### config.mk
export PLATFORM = sky130hd
export DESIGN_NAME = compacting_list_with_search
export DESIGN_NICKNAME = d
export VERILOG_FILES = /design/src/design/cls_pkg.sv /design/src/design/cls_cell.sv /design/src/design/compacting_list_with_search.sv
export SDC_FILE = /design/constraint.sdc
export NUM_CORES = 1
export LEC_CHECK = 0
export BUFFER_PORTS_ARGS = -buffer_cell sky130_fd_sc_hd__buf_2
export CORE_MARGIN = 2
export CORE_UTILIZATION = 30
export DETAILED_ROUTE_END_ITERATION = 8
export PLACE_DENSITY = 0.44
export SLEW_MARGIN = 20
export SYNTH_ARGS = -nofsm -noshare
export SYNTH_HDL_FRONTEND = slang
export SYNTH_SLANG_ARGS = --single-unit
### constraint.sdc
create_clock -name clk_i -period 6.3 [get_ports clk_i]
set_input_delay 1.26 -clock clk_i [delete_from_list [all_inputs] [get_ports clk_i]]
set_output_delay 1.26 -clock clk_i [all_outputs]
set_load 0.01 [all_outputs]
### src/design/cls_pkg.sv
`timescale 1ns / 1ps
// ----------------------------------------------------------------------------
// cls_pkg
// Shared types and constants for the compacting list with search.
// ----------------------------------------------------------------------------
package cls_pkg;

  // Value written into a slot freed by a remove
  localparam logic [31:0] MARKER = 32'h7FFF_FFFF;

  typedef enum logic [1:0] {
    OP_INSERT = 2'd0,
    OP_REMOVE = 2'd1,
    OP_SEARCH = 2'd2,
    OP_UNUSED = 2'd3
  } op_e;

  typedef enum logic [2:0] {
    ST_OK       = 3'd0,
    ST_FULL     = 3'd1,
    ST_EMPTY    = 3'd2,
    ST_RANGE    = 3'd3,
    ST_NOTFOUND = 3'd4
  } status_e;

  // Per-cycle command broadcast to every cell of the row
  typedef struct packed {
    logic ins;   // append the key at the first free cell
    logic rem;   // cells at or above the index take their upper neighbor
    logic cmp;   // load match flags from a compare against the key
    logic scan;  // move match flags one cell toward cell 0
  } cls_ctrl_t;

endpackage

### src/design/cls_cell.sv
`timescale 1ns / 1ps
// ----------------------------------------------------------------------------
// cls_cell
// One list slot: holds an entry, its occupied flag and a match flag, and
// exchanges them with its neighbors on insert, remove, compare and scan.
// ----------------------------------------------------------------------------
module cls_cell
  import cls_pkg::*;
(
  input  logic        clk_i,
  input  logic        rst_ni,
  input  cls_ctrl_t   ctrl_i,
  input  logic [31:0] key_i,
  input  logic        prev_occ_i,
  input  logic        at_or_above_i,
  input  logic [31:0] nxt_entry_i,
  input  logic        nxt_occ_i,
  input  logic        nxt_match_i,
  output logic [31:0] entry_o,
  output logic        occ_o,
  output logic        match_o
);

  logic [31:0] entry_q, entry_d;
  logic        occ_q, occ_d;
  logic        match_q, match_d;
  logic        take_key, take_nxt;

  // Decide what this slot loads this cycle
  always_comb begin
    take_key = ctrl_i.ins && !occ_q && prev_occ_i;
    take_nxt = ctrl_i.rem && occ_q && at_or_above_i;

    entry_d = entry_q;
    occ_d   = occ_q;
    if (take_key) begin
      entry_d = key_i;
      occ_d   = 1'b1;
    end else if (take_nxt) begin
      entry_d = nxt_occ_i ? nxt_entry_i : MARKER;
      occ_d   = nxt_occ_i;
    end

    match_d = match_q;
    if (ctrl_i.cmp) begin
      match_d = occ_q && (entry_q == key_i);
    end else if (ctrl_i.scan) begin
      match_d = nxt_match_i;
    end
  end

  // Hold control flags under reset
  always_ff @(posedge clk_i or negedge rst_ni) begin
    if (!rst_ni) begin
      occ_q   <= 1'b0;
      match_q <= 1'b0;
    end else begin
      occ_q   <= occ_d;
      match_q <= match_d;
    end
  end

  // Entry payload: only meaningful while occupied
  always_ff @(posedge clk_i) begin
    entry_q <= entry_d;
  end

  assign entry_o = entry_q;
  assign occ_o   = occ_q;
  assign match_o = match_q;

endmodule

### src/design/compacting_list_with_search.sv
`timescale 1ns / 1ps
// ----------------------------------------------------------------------------
// compacting_list_with_search
// Fixed-capacity list of signed 32-bit values with append, compacting
// remove and lowest-index search, built as a row of slot cells.
// ----------------------------------------------------------------------------
// Each beat on the input carries an operation; exactly one result beat comes
// back per input beat, in order. Insert, remove, rejected requests and the
// unused operation code finish at the accepting edge: every cell acts in
// parallel and the result lands in the output register at that edge. In a
// search all cells compare at the accepting edge, then the match flags step
// down the cell row one slot per cycle until the head cell sees a match or
// the scan passes the last occupied slot. A search of an empty list finishes
// at the accepting edge. A new beat is taken once the previous one has
// finished and its result is gone or leaving.
// ----------------------------------------------------------------------------
module compacting_list_with_search
  import cls_pkg::*;
#(
  parameter int CAPACITY = 16
) (
  input  logic               clk_i,
  input  logic               rst_ni,
  input  logic               in_valid_i,
  output logic               in_ready_o,
  input  logic [1:0]         operation_i,
  input  logic signed [31:0] value_i,
  input  logic [3:0]         index_i,
  output logic               out_valid_o,
  input  logic               out_ready_i,
  output logic [2:0]         status_o,
  output logic [3:0]         found_index_o,
  output logic [4:0]         occupancy_o,
  output logic               is_full_o,
  output logic               is_empty_o
);

  localparam int CW    = $clog2(CAPACITY + 1);
  localparam int CMP_W = (CW > 4) ? CW : 4;
  localparam int SW    = (CAPACITY > 1) ? $clog2(CAPACITY) : 1;

  typedef enum logic [1:0] {
    S_IDLE = 2'b01,
    S_SCAN = 2'b10
  } state_e;

  state_e          state_q, state_d;
  logic [CW-1:0]   count_q, count_d;
  logic [SW-1:0]   scan_cnt_q, scan_cnt_d;
  logic            out_valid_q, out_valid_d;
  status_e         status_q, status_d;
  logic [3:0]      found_q, found_d;
  logic [CW-1:0]   occ_res_q, occ_res_d;

  cls_ctrl_t       ctrl;
  logic            in_fire;
  logic            is_full, is_empty;
  logic [CMP_W-1:0] idx_ext, count_ext;
  logic            rem_ok;
  logic            scan_hit, scan_last;

  logic [31:0]         entry [CAPACITY];
  logic [CAPACITY-1:0] occ;
  logic [CAPACITY-1:0] match;
  logic [CAPACITY-1:0] at_or_above;

  assign in_ready_o = (state_q == S_IDLE) && (!out_valid_q || out_ready_i);
  assign in_fire    = in_valid_i && in_ready_o;

  assign is_full   = (count_q == CW'(CAPACITY));
  assign is_empty  = (count_q == '0);
  assign idx_ext   = CMP_W'(index_i);
  assign count_ext = CMP_W'(count_q);
  assign rem_ok    = !is_empty && (idx_ext < count_ext);

  assign scan_hit  = match[0];
  assign scan_last = (CW'(scan_cnt_q) == count_q - CW'(1));

  // Drive the cell row command
  always_comb begin
    ctrl.ins  = in_fire && (op_e'(operation_i) == OP_INSERT) && !is_full;
    ctrl.rem  = in_fire && (op_e'(operation_i) == OP_REMOVE) && rem_ok;
    ctrl.cmp  = in_fire && (op_e'(operation_i) == OP_SEARCH);
    ctrl.scan = (state_q == S_SCAN) && !scan_hit && !scan_last;
  end

  // Sequence requests and fill the output register
  always_comb begin
    state_d     = state_q;
    count_d     = count_q;
    scan_cnt_d  = scan_cnt_q;
    status_d    = status_q;
    found_d     = found_q;
    occ_res_d   = occ_res_q;
    out_valid_d = out_valid_q && !out_ready_i;

    case (state_q)
      S_IDLE: begin
        if (in_fire) begin
          found_d     = '0;
          status_d    = ST_OK;
          out_valid_d = 1'b1;
          case (op_e'(operation_i))
            OP_INSERT: begin
              if (is_full) begin
                status_d = ST_FULL;
              end else begin
                count_d = count_q + CW'(1);
              end
            end
            OP_REMOVE: begin
              if (is_empty) begin
                status_d = ST_EMPTY;
              end else if (!rem_ok) begin
                status_d = ST_RANGE;
              end else begin
                count_d = count_q - CW'(1);
              end
            end
            OP_SEARCH: begin
              if (is_empty) begin
                status_d = ST_NOTFOUND;
              end else begin
                out_valid_d = 1'b0;
                scan_cnt_d  = '0;
                state_d     = S_SCAN;
              end
            end
            default: begin
              status_d = ST_OK;
            end
          endcase
          occ_res_d = count_d;
        end
      end
      S_SCAN: begin
        if (scan_hit || scan_last) begin
          status_d    = scan_hit ? ST_OK : ST_NOTFOUND;
          found_d     = scan_hit ? 4'(scan_cnt_q) : 4'd0;
          occ_res_d   = count_q;
          out_valid_d = 1'b1;
          state_d     = S_IDLE;
        end else begin
          scan_cnt_d = scan_cnt_q + SW'(1);
        end
      end
      default: begin
        state_d = S_IDLE;
      end
    endcase
  end

  // Control registers
  always_ff @(posedge clk_i or negedge rst_ni) begin
    if (!rst_ni) begin
      state_q     <= S_IDLE;
      count_q     <= '0;
      scan_cnt_q  <= '0;
      out_valid_q <= 1'b0;
    end else begin
      state_q     <= state_d;
      count_q     <= count_d;
      scan_cnt_q  <= scan_cnt_d;
      out_valid_q <= out_valid_d;
    end
  end

  // Result payload
  always_ff @(posedge clk_i) begin
    status_q  <= status_d;
    found_q   <= found_d;
    occ_res_q <= occ_res_d;
  end

  assign out_valid_o   = out_valid_q;
  assign status_o      = status_q;
  assign found_index_o = found_q;
  assign occupancy_o   = 5'(occ_res_q);
  assign is_full_o     = (occ_res_q == CW'(CAPACITY));
  assign is_empty_o    = (occ_res_q == '0);

  // Row of slot cells, cell 0 at the head of the list
  for (genvar i = 0; i < CAPACITY; i++) begin : g_cell
    logic        prev_occ;
    logic [31:0] nxt_entry;
    logic        nxt_occ;
    logic        nxt_match;

    assign at_or_above[i] = (CMP_W'(i) >= idx_ext);

    if (i == 0) begin : g_head
      assign prev_occ = 1'b1;
    end else begin : g_mid
      assign prev_occ = occ[i-1];
    end

    if (i == CAPACITY - 1) begin : g_tail
      assign nxt_entry = MARKER;
      assign nxt_occ   = 1'b0;
      assign nxt_match = 1'b0;
    end else begin : g_link
      assign nxt_entry = entry[i+1];
      assign nxt_occ   = occ[i+1];
      assign nxt_match = match[i+1];
    end

    cls_cell u_cell (
      .clk_i         (clk_i),
      .rst_ni        (rst_ni),
      .ctrl_i        (ctrl),
      .key_i         (value_i),
      .prev_occ_i    (prev_occ),
      .at_or_above_i (at_or_above[i]),
      .nxt_entry_i   (nxt_entry),
      .nxt_occ_i     (nxt_occ),
      .nxt_match_i   (nxt_match),
      .entry_o       (entry[i]),
      .occ_o         (occ[i]),
      .match_o       (match[i])
    );
  end

`ifndef NO_ASSERTIONS
  // Occupied cells always agree with the count
  a_occ_count: assert property (@(posedge clk_i) disable iff (!rst_ni)
    $countones(occ) == 32'(count_q))
    else $error("occupied cells disagree with count");

  // Count never exceeds capacity
  a_count_cap: assert property (@(posedge clk_i) disable iff (!rst_ni)
    count_q <= CW'(CAPACITY))
    else $error("count above capacity");

  // A successful remove shrinks the list by one
  a_rem_shrink: assert property (@(posedge clk_i) disable iff (!rst_ni)
    ctrl.rem |=> count_q == $past(count_q) - CW'(1))
    else $error("remove did not shrink the list");

  // No result is shown, and the list is not empty, while a search is scanning
  a_scan_quiet: assert property (@(posedge clk_i) disable iff (!rst_ni)
    state_q == S_SCAN |-> !out_valid_q && count_q != '0)
    else $error("result visible or empty list during scan");
`endif

endmodule

* After elaboration in Yosys (flattened, before gate mapping) *
Cells that the tools add are included.

operators by class
  add/subtract/negate cells = 3
  equality and inequality tests = 28
  magnitude comparators = 17
  reductions and logical operators = 139
  multiplexer cells = 146

operators with widths
  operator                                                               number
  32-bit 2-to-1 mux                                                      47
  32-bit == test                                                         16
  1-bit logical AND                                                      90
  1-bit 2-to-1 mux                                                       69
  2-bit nonzero test                                                     18
  4-bit >= comparator (first input constant)                             8
  4-bit 2-to-1 mux                                                       7
  5-bit 2-to-1 mux                                                       5
  1-bit zero test                                                        22
  5-bit one-hot mux with 2 select lines                                  2
  3-bit by 4-bit >= comparator with 1-bit output (first input constant)  4
  4-bit one-hot mux with 2 select lines                                  2
  2-bit 2-to-1 mux                                                       6
  3-bit 2-to-1 mux                                                       4
  5-bit == test (second input constant)                                  2
  5-bit zero test                                                        2
  3-bit one-hot mux with 3 select lines                                  1
  1-bit by 4-bit >= comparator with 1-bit output (first input constant)  2
  2-bit by 4-bit >= comparator with 1-bit output (first input constant)  2
  2-bit inequality test (second input constant)                          3
  3-bit one-hot mux with 2 select lines                                  1
  5-bit by 1-bit adder with 5-bit output (second input constant)         1
  4-bit by 5-bit == test with 1-bit output                               1
  4-bit by 5-bit less-than comparator with 1-bit output                  1
  13 further kinds                                                       17

storage, ports and cells
  output and inout bits = 16
  input bits = 42
  logic and storage cells = 388
  flip-flop bits (word level) = 568

* Longest topological paths before layout *
Gate-level depths: netlist (run 1).

  word-level depth = 10
  depth in mapped cells = 11
  gate-level depth less buffers = 8

* Hierarchy *
From an unflattened synthesis (run 1), not the netlist that was laid out.

unflattened totals
  cells, all modules = 3290
  area, all modules = 32543.7 um^2

modules (own cells, without submodules)
  module                       area each (um^2)  cells an instance  instances  sequential area each (um^2)
  cls_cell                     1920.6            193                16         1011.0
  compacting_list_with_search  1814.2            202                1          661.9

* Worst setup path after synthesis (run 1) *
OpenSTA, ideal clock, no wires.

  path type = in2reg
  from = in index_i[1]
  to = reg g_cell[4].u_cell.entry_q[0], enable pin
  path buffers = 1
  slack = 1045 ps
  arrival time = 4790 ps
  stages on the path = 6
  data required time = 5834 ps
  library setup time = 466 ps
  cell sequence = ha_1 a2111oi_4 o21ba_2 o2111ai_2 buf_2 o21ai_0

on the way
  longest elaborated chain between the ends = 6
  elaborated cells between the ends (all ways) = 7
  those cells by class = order compare: 2; reduce/logical: 5

ends and longest elaborated chain
  item                                                   line                               RTL
  start, declared                                        compacting_list_with_search.sv:28  input logic [3:0] index_i,
  4-bit by 5-bit less-than comparator with 1-bit output  compacting_list_with_search.sv:74  assign rem_ok = !is_empty && (idx_ext < count_ext);
  1-bit logical AND                                      compacting_list_with_search.sv:74
  1-bit logical AND                                      compacting_list_with_search.sv:82  ctrl.rem = in_fire && (op_e'(operation_i) == OP_REMOVE) && rem_ok;
  1-bit logical AND                                      cls_cell.sv:32                     take_nxt = ctrl_i.rem && occ_q && at_or_above_i;
  1-bit logical AND *                                    cls_cell.sv:32
  2-bit nonzero test (no line) *                         --
  end signal, assigned                                   cls_cell.sv:65                     entry_q <= entry_d;
  end, declared                                          cls_cell.sv:24                     logic [31:0] entry_q, entry_d;

Every way passes the cells marked *; elsewhere a longest branch is shown, timed or not.
A chain may end at the register's enable or synchronous reset.

* Final worst setup path (run 1) *
  from = in index_i[2]
  to = reg g_cell[8].u_cell.entry_q[3], enable pin

on the way
  longest elaborated chain between the ends = 6
  elaborated cells between the ends (all ways) = 7
  those cells by class = order compare: 2; reduce/logical: 5

ends and longest elaborated chain
  item                                                   line
  4-bit by 5-bit less-than comparator with 1-bit output  compacting_list_with_search.sv:74
  1-bit logical AND                                      compacting_list_with_search.sv:74
  1-bit logical AND                                      compacting_list_with_search.sv:82
  1-bit logical AND                                      cls_cell.sv:32
  1-bit logical AND *                                    cls_cell.sv:32
  2-bit nonzero test (no line) *                         --
  end signal, assigned                                   cls_cell.sv:65
  end, declared                                          cls_cell.sv:24

Marks and branches as above.

==> reports/metrics.csv, run 1 <==
stage;metric;value;unit
yosys;synthesized area;32300;µm²
cells_and_area;layout cell share with drive strength beyond 1;9.13;%
pwr;clock power share;35.1;%
timing;Clock Skews;0.0408;ns
worst_setup_path;startpoint types;primary input;
clock_tree;CTS Sinks;568;
yosys;top cell type's share of synthesized area;48.7;%
worst_setup_path;WP depth;9;
worst_setup_path;CP bufs+invs;2;
die;Die H;332;µm
drt;Routed WL;114000;µm
cells_and_area;ANT cells;0;
timing;count of final hold-check violations;0;
run_status;status;finished clean;
yosys;Avg Inst Size Synth;9.75;µm²
timing;Hold Slack;0.503;ns
min_path;Hold Crit Class;register to register;
pwr;Tot Pwr;11.7;mW
drt;met2 WL;55500;µm
worst_setup_path;crit-path leading delay family;compound AO/OA/AOI/OAI gates;
pwr;leak pwr;13.8;nW
grt;initial antenna violation count;4;
clock_tree;Post-CTS Setup Bufs;0;
drt;met3 WL;4720;µm
clock_tree;total CTS buffers;70;
yosys;post-synth top area cell;edfxtp_1;
yosys;synth unique cells;69;
timing;Worst Slack Setup Final;2.40;ns
worst_setup_path;CP Max Fanout;32;
timing;Tcrit/Tclk final;61.9;%
pwr;sw power;3.72;mW
run;max cap viols;0;
worst_setup_path;crit-path max cell delay;0.82;ns
clock_tree;CTS tree;done;
grt;first-pass GRT wire length;163000;µm
die;Die W;332;µm
worst_setup_path;CP max-delay cell;a31o_2;
clock_tree;worst-skew pair later-pin latency;0.64;ns
yosys;number of synthesized flops with an enable pin;524;
min_path;hold path depth;2;
pwr;sequential power share;42.3;%
cells_and_area;Area growth, synth to finish;11.9;%
clock_tree;Clock transition at path regs;0.06;ns
worst_setup_path;CP startpoint;index_i[2];
die;placement row count;120;
drt;post-route ant nets;0;
clock_tree;post-cts hold buffer count;0;
worst_setup_path;Reg2Reg Launch Point;count_ext[1];
clock_tree;post-cts sizing count;0;
timing;Fmax;0.257;GHz
yosys;#FFs+latches synth;568;
pwr;P_int;7.99;mW
grt;largest net degree at the start of global routing;67;
drt;first drt pass iteration count;6;
grt;number of global-route vias before repair;22900;
timing;min Tclk post-route;3.90;ns
die;CORE AREA;107000;µm²
placed_design;routability congestion estimate;0.831;
yosys;Post-Syn Instances;3315;
yosys;Async SR Flop Fraction;7.75;%
drt;vias per inst;5.00;
drt;highest routed layer;met5;
worst_setup_path;RR Endpoint;g_cell[3].u_cell.entry_o[18];
pwr;maximum VDD drop;0.229;mV
yosys;Syn. warnings;0;
pwr;Sw Ratio;31.8;%
yosys;Post-synth top flop;edfxtp_1;
worst_setup_path;Critical Path AT;4.16;ns
placed_design;dpl hpwl;77600;µm
timing;Max Slew Vio Count;0;
die;initial core utilization;30.2;%
min_path;hold endpoint;g_cell[15].u_cell.match_o;
clock_tree;CTS Root Cell;clkbuf_16;
clock_tree;Bufs on Longest Clock Path;3;
yosys;Post-Syn Nets;3365;
timing;setup TNS;0;ns
yosys;sequential-to-total area share from yosys stat;52.1;%
worst_setup_path;kind of critical path;primary input to register;
pwr;PD cells;324;nW/µm²
timing;Final Setup Violations;0;
grt;GR Util All Layers;20.2;%
timing;RSZ-0062 raised after global routing;false;
timing;relative slew slack;29.9;%
die;I/O Pins;58;
drt;Remaining DRCs;0;
placed_design;Setup WS pre-CTS;1.80;ns
clock_tree;CTS HTree Levels;3;
worst_setup_path;reg2reg setup slack;2.53;ns
worst_setup_path;CP Data Required Time;6.56;ns
timing;pin slew with the least headroom to its limit;1.05;ns
worst_setup_path;Cell Chain, Critical Path;buf_2 > ha_1 > o21a_1 > nor2_1 > o21ba_2 > o211ai_2 > buf_4 > a21oi_4 > a31o_2;
min_path;Hold Startpoint;g_cell[15].u_cell.match_o;
drt;metal1 wirelength;50800;µm
worst_setup_path;worst reg-to-reg path cell count;7;
grt;gr ovfl total;0;
drt;initial drt markers;1967;
yosys;Synth area leaders;edfxtp_1 49%, a31oi_1 8.8%, xor2_1 8.5%;
worst_setup_path;Worst setup EP type;register;
die;Total Die Area;110000;µm²
cells_and_area;nets;3282;
pwr;Gate power share;22.6;%
placed_design;Buffers on Ports;57;
drt;via count;23400;
drt;WL per Instance;24.3;µm
[synth_stat cells (all sizes together) (34+ instances only)]
cell,number
edfxtp,524
nor2,485
inv,476
a31oi,457
xor2,313
xnor2,197
clkbuf,173
buf,133
nor4,90
nand4,65
o21ai,62
nand2,45
a21oi,44
dfrtp,43
nand3,41
nor3,37
nand2b,34
[metal layers]
layer / GRT usage (%) / up-vias
li1: - / 11200
met1: 26.6 / 11500
met2: 34.9 / 606
met3: 2.29 / 152
met4: 5.73 / 4
met5: 0 / -
[power groups by stage]
stage          clock network (mW)  logic (mW)  registers [mW]
2_1_floorplan                   0        1.80            4.95
3_3_place_gp                    0        2.62            5.04
3_5_place_dp                    0        2.64            5.04
4_1_cts                      4.20        2.64            4.96
5_1_grt                      4.33        2.90            4.99
6_report                     4.11        2.64            4.96
[flip-flops by register name, summed over array words and instances, names as in the netlist]
signal / cells
count_ext: 5
found_index_o: 4
g_cell.u_cell.entry_o: 512
g_cell.u_cell.match_o: 16
g_cell.u_cell.occ_o: 16
occupancy_o: 5
out_valid_o: 1
scan_cnt_q: 4
state_q: 2
status_o: 3
[metrics by stage]
stage          area, µm²  utilization, %  std cells
6_report           36200            33.8       4688
5_1_grt            36200            33.8       4688
4_1_cts            36100            33.8       4687
3_5_place_dp       33800            31.6       4562
3_3_place_gp       33800            31.6       4562
2_1_floorplan      32300               -       3315
[layout make-up]
cell class | count | area (µm²)
Fill cell | 11000 | 70700
Inverter | 477 | 1790
Clock inverter | 35 | 390
Multi-Input combinational cell | 1964 | 12500
Tap cell | 1403 | 1760
Clock buffer | 90 | 1890
Timing Repair Buffer | 151 | 1040
Sequential cell | 568 | 16800
[how the worst max path moves through the flow]
stage,endpoint,slack [ns]
after floorplan,g_cell[4].u_cell.entry_o[0],1.04
after global routing,g_cell[8].u_cell.entry_o[3],2.21
after CTS,g_cell[10].u_cell.entry_o[10],2.46
final,g_cell[8].u_cell.entry_o[3],2.40
after global placement,g_cell[8].u_cell.entry_o[30],1.75
after detailed placement,g_cell[8].u_cell.entry_o[30],1.80
[worst reg2reg max path: cells and delay by family (launching register included)]
family / cells / cell delay (ns)
buffers and inverters: 1 / 0.15
AND/OR/NAND/NOR: 3 / 1.49
flip-flops: 1 / 0.52
adder cells (fa/ha/maj): 1 / 0.29
AO/OA/AOI/OAI: 2 / 0.90
[logic make-up after synthesis]
kind of cell    share of synthesized area [%]
buf+inv                                  9.84
mux                                     0.101
compound gates                           12.0
fa+ha+maj                               0.310
xor+xnor                                 13.8
flops                                    52.1
simple gates                             11.8
[cell usage in the layout, fill, tap and decap left out, types with 5 or more instances in the layout]
master,n
edfxtp_1,524
nor2_1,484
inv_1,476
a31oi_1,457
xor2_1,313
xnor2_1,197
buf_4,91
nor4_1,90
clkbuf_16,72
nand4_1,65
buf_2,57
o21ai_0,49
a21oi_1,43
dfrtp_1,43
nand2_1,40
nand2b_1,34
nor3_1,34
nand3_1,33
clkbuf_1,16
clkinv_1,11
clkinv_2,11
nand3_2,8
nor2b_1,8
ha_1,8
bufinv_16,8
and3_1,6
o21ai_2,6
o22ai_1,5
o21ai_1,5
(Power assumes the default switching activity.)
==> run 2: changes to the inputs <==
- clock period: 6.3 -> 3.9 ns (I/O delays scaled with it)
==> run 2 against run 1 <==
Clock skew fell by 0.019 ns. Wire length rose by 4.5%. Sequential share of layout area decreased by 0.71 points. Combinational power up 68%. Critical endpoint is now g_cell[8].u_cell.entry_o[10]. Non-clock buffer count rose by 65. Via count up 2.3%. Final cell count grew 1.3%. Largest power group unchanged. First-iteration DRC count grew 18%. Global-route usage grew 0.93 points. Die area stayed put. Setup slack lost 1.8 ns. Highest routed layer is now met4. Register-to-register slack got worse by 1.9 ns.
==> reports/metrics.csv, run 2 (synthesis results as in run 1) <==
stage;metric;value;unit
pwr;maximum VDD drop;0.275;mV
clock_tree;post-cts sizing count;0;
worst_setup_path;reg2reg setup slack;0.62;ns
timing;Final Setup Violations;0;
cells_and_area;Filler cells;10900;
die;Total Die Area;110000;µm²
placed_design;Setup WS pre-CTS;0.443;ns
worst_setup_path;startpoint types;register;
clock_tree;CTS Root Cell;clkbuf_16;
die;initial core utilization;30.2;%
worst_setup_path;Critical Path AT;3.60;ns
clock_tree;Bufs on Longest Clock Path;3;
grt;gr ovfl total;0;
drt;Remaining DRCs;0;
worst_setup_path;CP max-delay cell;or3_2;
drt;first drt pass iteration count;6;
cells_and_area;max reg flops;512;
pwr;Tot Pwr;18.9;mW
placed_design;Post-DP Area;34500;µm²
min_path;Hold Crit Class;primary input to asynchronous set/reset pin;
cells_and_area;final core utilization;34.3;%
cells_and_area;ANT cells;0;
drt;post-route ant nets;0;
timing;min Tclk post-route;3.28;ns
die;CORE AREA;107000;µm²
cells_and_area;commonest non-fill, non-tap cell in the layout;edfxtp_1;
clock_tree;CTS tree;done;
timing;Clock Skews;0.0223;ns
timing;setup TNS;0;ns
cells_and_area;commonest non-fill, non-tap cells in the layout;524 x edfxtp_1, 484 x nor2_1, 476 x inv_1;
worst_setup_path;Reg2Reg Launch Point;count_ext[0];
timing;relative slew slack;29.7;%
worst_setup_path;CP Max Fanout;56;
grt;number of global-route vias before repair;23600;
clock_tree;Clock transition at path regs;0.06;ns
die;Die W;332;µm
cells_and_area;nets;3346;
grt;first-pass GRT wire length;170000;µm
die;placement row count;120;
pwr;leak pwr;14.1;nW
run;max cap viols;0;
timing;count of final hold-check violations;0;
worst_setup_path;Worst setup EP type;register;
worst_setup_path;crit-path max cell delay;0.90;ns
clock_tree;Post-CTS Setup Bufs;0;
placed_design;dpl hpwl;84600;µm
die;I/O Pins;58;
placed_design;routability congestion estimate;0.872;
clock_tree;CTS Sinks;568;
worst_setup_path;Cell Chain, Critical Path;inv_1 > ha_1 > nor3b_4 > a211oi_2 > nand2_2 > or3_2 > nor2_1 > a31oi_1;
timing;pin slew with the least headroom to its limit;1.05;ns
clock_tree;CTS HTree Levels;3;
die;Die H;332;µm
drt;via count;24000;
pwr;PD cells;514;nW/µm²
grt;GR Util All Layers;21.1;%
run_status;status;finished clean;
drt;Routed WL;119000;µm
worst_setup_path;CP Data Required Time;4.22;ns
clock_tree;post-cts hold buffer count;0;
cells_and_area;layout cell share with drive strength beyond 1;11.0;%
grt;initial antenna violation count;3;
timing;RSZ-0062 raised after global routing;false;
worst_setup_path;CP startpoint;count_ext[0];
timing;Tcrit/Tclk final;84.1;%
placed_design;Buffers on Ports;57;
cells_and_area;cell area after layout;36700;µm²
drt;WL per Instance;25.0;µm
drt;vias per inst;5.05;
grt;largest net degree at the start of global routing;67;
timing;Max Slew Vio Count;0;
clock_tree;worst-skew pair later-pin latency;0.62;ns
cells_and_area;Area growth, synth to finish;13.6;%
timing;Worst Slack Setup Final;0.621;ns
clock_tree;total CTS buffers;69;
drt;initial drt markers;2315;
timing;Fmax;0.305;GHz
worst_setup_path;kind of critical path;register to register;
==> run 2: cell types whose count changed in the layout (fill, tap and decap cells not counted), sizes merged <==
| cell | previous run | this run |
|---|---|---|
| buf | 151 | 216 |
| bufinv | 8 | 3 |
| clkbuf | 90 | 97 |
| clkinv | 23 | 20 |
| clkinvlp | 2 | 3 |
| inv | 479 | 477 |
==> run 2: through the flow <==
stage | hold slack, ns | std cells
3_5_place_dp | 0.490 | 4628
6_report | 0.298 | 4751
3_3_place_gp | 0.489 | 4628
5_1_grt | 0.307 | 4751
4_1_cts | 0.305 | 4751
2_1_floorplan | 0.463 | 3315
==> run 2: final cells by class <==
| class | instances | area [µm²] | area share (%) |
|---|---|---|---|
| flip-flops and latches | 568 | 16800 | 45.9 |
| inverters | 477 | 1790 | 4.88 |
| well taps | 1403 | 1760 | 4.78 |
| clock buffers | 97 | 1990 | 5.43 |
| multi-input cells | 1964 | 12400 | 33.8 |
| repair buffers | 216 | 1700 | 4.64 |
| clock inverters | 26 | 206 | 0.562 |
==> run 2: metal layers <==
layer  track usage [%]  vias to the layer above  part of all wire [%]
met5                 0                        -                     0
met4              6.17                        0                   3.0
met3              3.23                      169                   5.2
met2              36.3                      721                    49
met1              27.4                    11800                    43
li1                  -                    11300                     -
==> run 2: worst paths after layout <==
| path | to | cells past startpoint |
|---|---|---|
| min | count_ext[4] | 1 |
| min reg2reg | g_cell[15].u_cell.match_o | 2 |
| max in group asynchronous | g_cell[11].u_cell.match_o | 2 |
| max | g_cell[8].u_cell.entry_o[10] | 8 |
| min in group clk_i | g_cell[15].u_cell.match_o | 2 |
| max reg2reg | g_cell[8].u_cell.entry_o[10] | 8 |
==> run 2: report_power, final <==
part / switching (mW) / internal, mW / total, mW
combinational: 3.02 / 1.42 / 4.43
clock: 2.65 / 3.76 / 6.41
sequential: 0.412 / 7.60 / 8.02
==> run 2: worst max-delay path, delay by kind of cell (launching register included) <==
family,cells,cell delay (ns)
buffers and inverters,1,0.14
adders and majority gates,1,0.29
AOI/OAI and AO/OA,2,0.40
and+or+nand+nor,4,1.62
DFF,1,0.50
